--- config.mk ---
export PLATFORM = sky130hd
export DESIGN_NAME = rcs_delay
export DESIGN_NICKNAME = d
export VERILOG_FILES = /design/src/rcs_delay.sv
export SDC_FILE = /design/constraint.sdc
export NUM_CORES = 1
export LEC_CHECK = 0
export ABC_CLOCK_PERIOD_IN_PS = 800
export BUFFER_PORTS_ARGS = -buffer_cell sky130_fd_sc_hd__buf_4
export CAP_MARGIN = 20
export CELL_PAD_IN_SITES_DETAIL_PLACEMENT = 1
export CELL_PAD_IN_SITES_GLOBAL_PLACEMENT = 1
export CORE_MARGIN = 2
export CORE_UTILIZATION = 34
export DETAILED_ROUTE_END_ITERATION = 16
export PLACE_DENSITY = 0.74
export SETUP_SLACK_MARGIN = 0.15
export SYNTH_ARGS = -nofsm -noshare
export SYNTH_HDL_FRONTEND = slang
export SYNTH_SLANG_ARGS = --single-unit
--- constraint.sdc ---
create_clock -name i_clk -period 0.8 [get_ports i_clk]
set_input_delay 0 -clock i_clk [delete_from_list [all_inputs] [get_ports i_clk]]
set_output_delay 0 -clock i_clk [all_outputs]
set_load 0.02 [all_outputs]
--- src/rcs_delay.sv ---
// ----------------------------------------------------------------------------
// Ray setup delay line
// Fixed-length register line that keeps side data aligned with a pipeline.
// ----------------------------------------------------------------------------
module rcs_delay #(
    parameter int WIDTH = 8,
    parameter int DEPTH = 2
) (
    input  logic             i_clk,
    input  logic             i_en,
    input  logic [WIDTH-1:0] i_d,
    output logic [WIDTH-1:0] o_q
);

    logic [WIDTH-1:0] r_line [0:DEPTH-1];

    // Shift one place per advance of the pipeline.
    always_ff @(posedge i_clk) begin
        if (i_en) begin
            r_line[0] <= i_d;
            for (int i = 1; i < DEPTH; i++) begin
                r_line[i] <= r_line[i-1];
            end
        end
    end

    assign o_q = r_line[DEPTH-1];

endmodule

==> flow_summary.ini <==
[power_and_ir_drop]
cellLeakagePower_nw = 0.295
max-vdd-ir-drop_v = 0.000995
power.density_nw_per_um2 = 2060

[drt]
dr.pass1.iters = 2
drc = 0
routed_wl_um = 641
detail_route.iter0.violations = 1
routed_via_density = 4.17
antenna_left = 0
num_vias = 250
wire_per_inst_um = 10.7

[worst_setup_path]
cp-end-kind = primary output
cp.buffers_inverters = 1
slowest_stage = edfxtp_1
path_cells = buf_6
cpLargestDelayFamily = flip-flops
path_class = reg -> out
slowest_delay_ns = 0.39
worst-endpoint-arrival_ns = 0.81
cp.required_ns = 0.80
start_kind = flip-flop
worstPathMaxFanout = 1

[timing]
fmax_mhz = 1240
worst_hold_slack_ns = 0.0847
period_share_pct = 101
tightest_slew_ns = 0.191
hold_viol_final = 0
setup_viol = 5
timing.setup.tns_ns = -0.0230
slew_viol_final = 0
skew_ns = 0.000314
fin_crit_ns = 0.807
layout_setup_ws_ns = -0.00715
max_slew_margin_pct = 87.2
rsz0062_at_grt = true

[yosys]
postSynthAreaPerCell_um2 = 22.5
synth_seq_area_share_pct = 88.9
synth_cells = 24
syn_area_um2 = 541
synth-seq-cells = 16
post_synth_num_cell_types = 2
yosys_warnings = 0
synth_nets = 34

[flow_run]
maxCapViolations = 0

[clock_tree]
cts_sinks = 16
clock_path_buffers = 2
clockRootBuffer = clkbuf_4
cts_tree = done
htree_levels = 1
cts_made_buffers = 3
clkLatencyLatePin_ns = 0.27
cts.reportedPaths.clkPinSlew_ns = 0.08

[global_routing]
grt_remaining_overflow = 0
grt_max_degree = 17
grt_pass1_vias = 246
track_usage_pct = 8.95
grt_pass1_wl_um = 1120
antenna_found_initial = 0

[floorplan]
rows = 14
dieHeight_um = 43.9
ios = 18
core_um2 = 1510
start_util_pct = 35.9
die_area_um2 = 1920
die_w_um = 43.9

[min_path]
hold_class = in -> reg

[finish]
instances_no_fill = 60
fin_util_pct = 50.5
largest_reg_flops = 16
final_common_cell = edfxtp_1
multi_input_cells = 0
layout-drive-gt1-share_pct = 45.5
final_net_count = 56
regMostFlops = r_line
area_growth_pct = 40.7
n_fill_cell = 146
seqCellArea_um2 = 480
top_regs = r_line: 16 flops
multiInputGateArea_um2 = 0
antenna_cells = 0
final_cell_mix = edfxtp_1, buf_4, dlygate4sd3_1, buf_6, clkbuf_4

[place]
gp_congestion = 0.635
portBuffers = 17
dpl.cell_count = 49

[outcome]
outcome = finished with violations
violations = setup timing
==> per-layer routing <==
layer | global-route usage [%] | up-vias | share of wire [%]
met2 | 10.9 | 13 | 45
met4 | 10.9 | 0 | 4.2
li1 | - | 121 | -
met1 | 10.6 | 112 | 41
met5 | 0 | - | 0
met3 | 3.75 | 4 | 8.7
==> where the power goes <==
| group | switching [mW] | leakage (nW) | total [mW] | internal, mW |
|---|---|---|---|---|
| clock network | 0.211 | 0.0138 | 0.386 | 0.174 |
| logic | 0.0659 | 0.125 | 0.166 | 0.100 |
| registers | 0.0187 | 0.157 | 1.01 | 0.993 |
==> layout make-up <==
type / count / area share (%)
Clock buffer: 3 / 2.96
Sequential cell: 16 / 63.2
Tap cell: 16 / 2.63
Timing Repair Buffer: 25 / 31.2
==> cell usage after synthesis <==
master / number / area (um^2)
buf_4: 8 / 60.1
edfxtp_1: 16 / 480
==> path summary, 6_finish.rpt <==
path	startpoint	end	slack (ns)	depth (start not counted)
max	r_line[0][10]	o_q[2]	-0.007	1
min	i_en	r_line[0][12]	0.08	1
max reg2reg	r_line[0][2]	r_line[0][10]	0.18	0
min reg2reg	r_line[0][4]	r_line[0][12]	0.42	0
==> per-stage QoR <==
step	setup WS, ns	power [mW]	instance area, um^2
floorplan	0.211	1.09	541
global placement	0.207	1.14	628
detailed placement	0.179	1.15	628
CTS	-0.0302	1.59	761
global route	-0.0569	1.63	761
finish	-0.00715	1.56	761
==> cell families (layout without fill, tap and decap cells) <==
group	Yosys count	count (layout)	share of synthesized area, %
DFF	16	16	88.9
buffers and inverters	8	28	11.1
==> what timing repair did <==
item	CTS	global route
endpoints found under the setup margin	8	8
pin swaps	0	0
hold buffers	8	0
resized for setup	8	0
setup buffers	0	0
hold endpoints to repair	8	0
(Power assumes the default switching activity.)
