--- src/rcs_pkg.sv ---
// ----------------------------------------------------------------------------
// Ray setup package
// Formats, constants, register codes and helpers of the column ray setup.
// ----------------------------------------------------------------------------
package rcs_pkg;

    // Geometry of the screen and the map.
    localparam int SCREEN_WIDTH = 1024;
    localparam int MAP_CELLS    = 64;

    // Field widths.
    localparam int COL_W   = 10;
    localparam int POS_W   = 22;
    localparam int VEC_W   = 19;
    localparam int CFG_W   = 22;
    localparam int IDX_W   = 3;
    localparam int RAY_W   = 20;
    localparam int CELL_W  = 6;
    localparam int DIST_W  = 24;
    localparam int FRAC_W  = 16;

    // Internal widths.
    localparam int CAM_W   = 28;
    localparam int PROD_W  = 47;
    localparam int ABS_W   = 20;
    localparam int SQ_W    = 39;
    localparam int SUM_W   = 40;
    localparam int QUO_W   = 48;
    localparam int ROOT_W  = 24;
    localparam int SROW_W  = 26;

    // Camera coordinate by reciprocal: q0 = (column * RECIP) >> RECIP_SHIFT.
    localparam int RECIP_SHIFT = 10;
    localparam int RECIP       = (1 << (FRAC_W + 1 + RECIP_SHIFT)) / SCREEN_WIDTH;
    localparam int RECIP_W     = 27;
    localparam int CAMQ_W      = 26;
    localparam int ONE_Q16     = 1 << FRAC_W;

    // Pipeline depths.
    localparam int FRONT_LAT = 4;
    localparam int DELTA_LAT = 2 + QUO_W + ROOT_W;
    localparam int TOTAL_LAT = FRONT_LAT + DELTA_LAT + 2;

    localparam logic [DIST_W-1:0]       DIST_MAX = {DIST_W{1'b1}};
    localparam logic signed [RAY_W-1:0] RAY_MAX  = {1'b0, {(RAY_W-1){1'b1}}};
    localparam logic signed [RAY_W-1:0] RAY_MIN  = {1'b1, {(RAY_W-1){1'b0}}};

    // Configuration register indexes.
    typedef enum logic [IDX_W-1:0] {
        REG_POS_X   = 3'd0,
        REG_POS_Y   = 3'd1,
        REG_DIR_X   = 3'd2,
        REG_DIR_Y   = 3'd3,
        REG_PLANE_X = 3'd4,
        REG_PLANE_Y = 3'd5
    } t_cfg_reg;

    // Clamp a wide signed sum to the ray range.
    function automatic logic signed [RAY_W-1:0] sat_ray(input logic signed [31:0] v);
        logic signed [RAY_W-1:0] res;
        if (v > 32'(RAY_MAX)) begin
            res = RAY_MAX;
        end else if (v < 32'(RAY_MIN)) begin
            res = RAY_MIN;
        end else begin
            res = RAY_W'(v);
        end
        return res;
    endfunction

endpackage

--- src/rcs_front.sv ---
// ----------------------------------------------------------------------------
// Ray setup front end
// Camera coordinate of a column and the ray direction, in four stages.
// ----------------------------------------------------------------------------
module rcs_front (
    input  logic                                i_clk,
    input  logic                                i_en,
    input  logic [rcs_pkg::COL_W-1:0]           i_column,
    input  logic signed [rcs_pkg::VEC_W-1:0]    i_view_dir_x,
    input  logic signed [rcs_pkg::VEC_W-1:0]    i_view_dir_y,
    input  logic signed [rcs_pkg::VEC_W-1:0]    i_cam_plane_x,
    input  logic signed [rcs_pkg::VEC_W-1:0]    i_cam_plane_y,
    output logic signed [rcs_pkg::RAY_W-1:0]    o_ray_x,
    output logic signed [rcs_pkg::RAY_W-1:0]    o_ray_y
);
    import rcs_pkg::*;

    logic [COL_W-1:0]         r_col;
    logic [CAMQ_W-1:0]        r_q0;
    logic signed [CAM_W-1:0]  r_cam;
    logic signed [PROD_W-1:0] r_px;
    logic signed [PROD_W-1:0] r_py;
    logic signed [RAY_W-1:0]  r_rx;
    logic signed [RAY_W-1:0]  r_ry;

    logic [36:0]              q0_prod;
    logic [39:0]              q_num;
    logic [39:0]              q_back;
    logic [39:0]              q_rem;
    logic [CAMQ_W-1:0]        q_fix;
    logic [CAM_W-1:0]         cam_u;
    logic signed [31:0]       sum_x;
    logic signed [31:0]       sum_y;

    // Estimate of 2*column*65536/SCREEN_WIDTH, low by at most one.
    assign q0_prod = 37'(i_column) * 37'(RECIP);

    // Correct the estimate with one back-multiplication and compare.
    always_comb begin
        q_num  = 40'(r_col) << (FRAC_W + 1);
        q_back = 40'(r_q0) * 40'(SCREEN_WIDTH);
        q_rem  = q_num - q_back;
        q_fix  = (q_rem >= 40'(SCREEN_WIDTH)) ? r_q0 + CAMQ_W'(1) : r_q0;
        cam_u  = CAM_W'(q_fix) - CAM_W'(ONE_Q16);
    end

    // Ray component is direction plus the floored plane product.
    assign sum_x = 32'(i_view_dir_x) + 32'(r_px >>> FRAC_W);
    assign sum_y = 32'(i_view_dir_y) + 32'(r_py >>> FRAC_W);

    // Four pipeline registers.
    always_ff @(posedge i_clk) begin
        if (i_en) begin
            r_col <= i_column;
            r_q0  <= CAMQ_W'(q0_prod >> RECIP_SHIFT);
            r_cam <= signed'(cam_u);
            r_px  <= PROD_W'(i_cam_plane_x) * PROD_W'(r_cam);
            r_py  <= PROD_W'(i_cam_plane_y) * PROD_W'(r_cam);
            r_rx  <= sat_ray(sum_x);
            r_ry  <= sat_ray(sum_y);
        end
    end

    assign o_ray_x = r_rx;
    assign o_ray_y = r_ry;

endmodule

--- config.mk ---
export PLATFORM = sky130hd
export DESIGN_NAME = rcs_front
export DESIGN_NICKNAME = d
export VERILOG_FILES = /design/src/rcs_pkg.sv /design/src/rcs_front.sv
export SDC_FILE = /design/constraint.sdc
export NUM_CORES = 1
export LEC_CHECK = 0
export ABC_AREA = 1
export BUFFER_PORTS_ARGS = -buffer_cell sky130_fd_sc_hd__buf_2
export CORE_UTILIZATION = 55
export DETAILED_ROUTE_END_ITERATION = 8
export PLACE_DENSITY = 0.75
export REMOVE_ABC_BUFFERS = 1
export SETUP_SLACK_MARGIN = 0.3
export SYNTH_ARGS = -nofsm -noshare
export SYNTH_HDL_FRONTEND = slang
export SYNTH_SLANG_ARGS = --single-unit
--- constraint.sdc ---
create_clock -name i_clk -period 6.3 [get_ports i_clk]
set_clock_uncertainty 0.05 [all_clocks]
set_input_delay 0.63 -clock i_clk [delete_from_list [all_inputs] [get_ports i_clk]]
set_output_delay 0.63 -clock i_clk [all_outputs]
set_load 0.1 [all_outputs]
==> summary.md <==
| Metric | Value |
|---|---|
| Outcome | finished, final reports clean |
| Number of fillers in the final layout | 3422 |
| Number of global-route vias before repair | 19779 |
| Total setup violations reported at the end of the flow | 0 |
| Max Used Layer | met5 |
| Top fanout value on the critical path | 6 |
| Element type at the critical path end | flop |
| FF+latch area | 3123 sq um |
| Num ports | 128 |
| First DRT Iteration DRCs | 1611 |
| CP arrival | 6.13 ns |
| Fraction of layout instances using a drive strength above 1 | 0.1944 |
| Total iterations of the first detailed-routing run | 6 |
| Detailed route wirelength on metal3 | 6.461 mm |
| Number of endpoints with negative hold slack in the final report | 0 |
| Capture endpoint of the worst hold path | r_col[9] |
| CTS Root Cell | sky130_fd_sc_hd__clkbuf_16 |
| DRC | 0 |
| Met2 WL post-DR | 29.58 mm |
| Number of pins with negative max-slew slack in the final report | 0 |
| Fin Setup TNS | 0 ns |
| Nets | 3883 |
| Number of antenna violations at the first check in global routing | 2 |
| Hold bufs inserted after CTS | 0 |
| Number of synthesized flops with an enable pin | 104 |
| Routed metal-1 wire length | 26.50 mm |
| Data required time at the worst endpoint | 6.40 ns |
| First-pass GRT wire length | 96.15 mm |
| Post-synthesis sequential area ratio | 0.1292 |
| Worst setup margin | 0.2709 ns |
| Category of the worst setup path launch point | flop |
| Largest cells by area after synthesis | sky130_fd_sc_hd__fa_1, sky130_fd_sc_hd__edfxtp_1, sky130_fd_sc_hd__ha_1 |
| Multi-input logic area | 19500 sq um |
| Cells on worst reg2reg path | 22 |
| Detail Route Antenna Nets | 0 |
| Worst flop-to-flop path endpoint | r_py[29] |
| Clock-pin slew on the worst setup and hold paths | 0.08 ns |
| Sum of net half-perimeters after detailed placement | 46.76 mm |
| Netlist area before placement | 24170 sq um |
| Overall die height | 211.6 um |
| Detailed-route vias per instance | 5.306 |
| Unrepaired setup endpoints after global routing | true |
| Number of max-cap violations | 0 |
| Most numerous cell in the Yosys netlist | sky130_fd_sc_hd__inv_1 |
| Top cells by count, synth | sky130_fd_sc_hd__inv_1, sky130_fd_sc_hd__nand2_1, sky130_fd_sc_hd__fa_1, sky130_fd_sc_hd__ha_1, sky130_fd_sc_hd__a21oi_1 |
| Starting Density | 0.5599 |
| Std-Cell Core Area | 43170 sq um |
| Routability congestion estimate | 0.9275 |
| Peak Freq | 165.9 MHz |
| Final cell area excluding filler cells | 28740 sq um |
| Placed Area | 25990 sq um |
| Mean area per synthesized cell | 8.439 sq um |
| Source of the worst hold timing path | i_column[9] |
| Ratio of final minimum period to clock period | 0.9570 |
| Number of buffers created by CTS | 9 |
| Count of vias placed by the detailed router | 19618 |
| Synthesized flop and latch total | 104 |
| Number of rows in the core area | 76 |
| TritonCTS clock tree | yes |
| Routed WL | 64.16 mm |
| Final critical delay including setup and external delays | 6.029 ns |
| Skew-Pair Late Insertion Delay | 0.39 ns |
| Global-route usage over all layers | 0.2725 |
| P&R area growth vs syn | 18.89% |
| Number of distinct library cell variants in the gate-level netlist after synthesis | 46 |
| Routed len/inst | 17.35 um |
| Number of inserted diodes | 0 |
| Worst slack, placed | -0.09502 ns |
| Async set or reset register ratio after synthesis | 0 |
| Slack of the worst reg-to-reg path | 0.27 ns |
| Worst max-slew margin expressed relative to the limit | 0.2294 |
| WS Path Type | flop to flop |
| HP Class | input pin to flop |
| Clk buf depth | 2 |
| Count of synthesis-stage warnings from yosys | 0 |
| Total of buffers placed on input and output ports | 127 |
| Fraction of synthesized cell area taken by the top area cell type | 0.3644 |
| Clock sink count | 104 |
| H-tree level count | 3 |
| Top flip-flop cell by instance count after synthesis | sky130_fd_sc_hd__edfxtp_1 |
| DIE AREA | 44790 sq um |
| Largest area contributor in the netlist | sky130_fd_sc_hd__fa_1 |
| Floorplan die width | 211.6 um |
| Grt total ovfl | 0 |
| Crit Reg-Reg Startpoint | r_cam[17] |
| Hold Path Cell Cnt | 1 |
| Maximum number of pins on one net before global-route repair | 86 |
| Synthesized netlist cell count | 2864 |
| Slew at the pin closest to its max-slew limit | 1.156 ns |
[layout make-up]
cell class | count | area share
multi-input cells | 1980 | 0.6787
flip-flops and latches | 104 | 0.1087
clock inverters | 7 | 0.003440
repair buffers | 273 | 0.07924
inverters | 739 | 0.09666
clock buffers | 9 | 0.007837
well taps | 585 | 0.02547
[how the worst max path moves through the flow]
stage | from | end | slack (ns)
4_1_cts | r_cam[17] | r_py[45] | 0.28
3_5_place_dp | i_cam_plane_y[18] | r_py[36] | -0.1
6_report | r_cam[17] | r_py[29] | 0.27
3_3_place_gp | i_cam_plane_y[15] | r_py[36] | -0.006
2_1_floorplan | r_cam[17] | r_py[36] | -0.62
5_1_grt | r_cam[17] | r_py[45] | 0.09
[critical path, stage by stage (launching register included)]
cell                       delay [ns]
sky130_fd_sc_hd__edfxtp_1        0.46
sky130_fd_sc_hd__buf_6           0.19
sky130_fd_sc_hd__buf_12          0.14
sky130_fd_sc_hd__buf_16          0.16
sky130_fd_sc_hd__nand2_8         0.09
sky130_fd_sc_hd__o21ai_0         0.10
sky130_fd_sc_hd__o21ai_1         0.16
sky130_fd_sc_hd__xor2_1          0.25
sky130_fd_sc_hd__fa_1            0.47
sky130_fd_sc_hd__fa_1            0.49
sky130_fd_sc_hd__fa_2            0.60
sky130_fd_sc_hd__fa_1            0.44
sky130_fd_sc_hd__fa_1            0.51
sky130_fd_sc_hd__ha_1            0.35
sky130_fd_sc_hd__ha_4            0.27
sky130_fd_sc_hd__a21o_1          0.22
sky130_fd_sc_hd__a21oi_2         0.14
sky130_fd_sc_hd__nand2_2         0.08
sky130_fd_sc_hd__buf_4           0.14
sky130_fd_sc_hd__nand2_1         0.06
sky130_fd_sc_hd__nand3_2         0.13
sky130_fd_sc_hd__buf_6           0.16
sky130_fd_sc_hd__xor2_1          0.14
[per-layer routing]
metal / vias up / GRT usage
met5: - / 0
met4: 2 / 0.05022
met2: 888 / 0.4383
met3: 138 / 0.05251
li1: 8965 / -
met1: 9625 / 0.3867
[placed cells by master (no fill, tap or decap), types with 15 or more instances in the layout]
cell / instances
sky130_fd_sc_hd__a21oi_2: 29
sky130_fd_sc_hd__buf_12: 19
sky130_fd_sc_hd__nand2_4: 15
sky130_fd_sc_hd__o21ai_0: 34
sky130_fd_sc_hd__ha_4: 51
sky130_fd_sc_hd__nand2_2: 71
sky130_fd_sc_hd__nor2_1: 81
sky130_fd_sc_hd__a21oi_1: 74
sky130_fd_sc_hd__clkbuf_16: 18
sky130_fd_sc_hd__conb_1: 48
sky130_fd_sc_hd__inv_1: 706
sky130_fd_sc_hd__inv_2: 32
sky130_fd_sc_hd__ha_1: 194
sky130_fd_sc_hd__nor2_2: 15
sky130_fd_sc_hd__buf_2: 126
sky130_fd_sc_hd__buf_4: 107
sky130_fd_sc_hd__nand4_1: 20
sky130_fd_sc_hd__fa_2: 20
sky130_fd_sc_hd__o21ai_1: 21
sky130_fd_sc_hd__o21bai_1: 15
sky130_fd_sc_hd__xnor2_1: 35
sky130_fd_sc_hd__xor2_1: 61
sky130_fd_sc_hd__fa_1: 420
sky130_fd_sc_hd__nand3_1: 27
sky130_fd_sc_hd__edfxtp_1: 104
sky130_fd_sc_hd__nand2_1: 626
[sequential cells by signal (all words and copies together) (netlist names)]
register and cells:
r_py 22, o_ray_x 20, r_px 22, r_col 10
o_ray_y 20, r_cam 10
[per-stage QoR]
| step | hold WS, ns | std cells | util |
|---|---|---|---|
| detailed placement | 0.3562 | 3603 | 0.6020 |
| global placement | 0.3546 | 3603 | 0.6020 |
| global route | 0.3660 | 3697 | 0.6657 |
| CTS | 0.3503 | 3633 | 0.6237 |
| finish | 0.3699 | 3697 | 0.6657 |
| floorplan | 0.3503 | 2823 | - |
[repair_timing]
action / CTS / global route
hold endpoints to repair: 0 / 0
buffers inserted: 9 / 55
pin swaps: 24 / 141
cloned: 5 / 9
endpoints found under the setup margin: 19 / 35
gates resized for setup: 75 / 264
[cells by family (layout without fill, tap and decap cells)]
family / after synthesis / count (layout) / share of synthesized area
flops: 104 / 104 / 0.1292
buf+inv: 826 / 1028 / 0.1302
xor+xnor: 101 / 101 / 0.03660
other cells: 2 / 48 / 0.0003107
fa+ha+maj: 688 / 688 / 0.4928
compound gates: 233 / 233 / 0.05404
simple gates: 910 / 910 / 0.1568
Power is not shown: default switching activity piles up to over one toggle a cycle in this logic, so the estimate is an artifact.
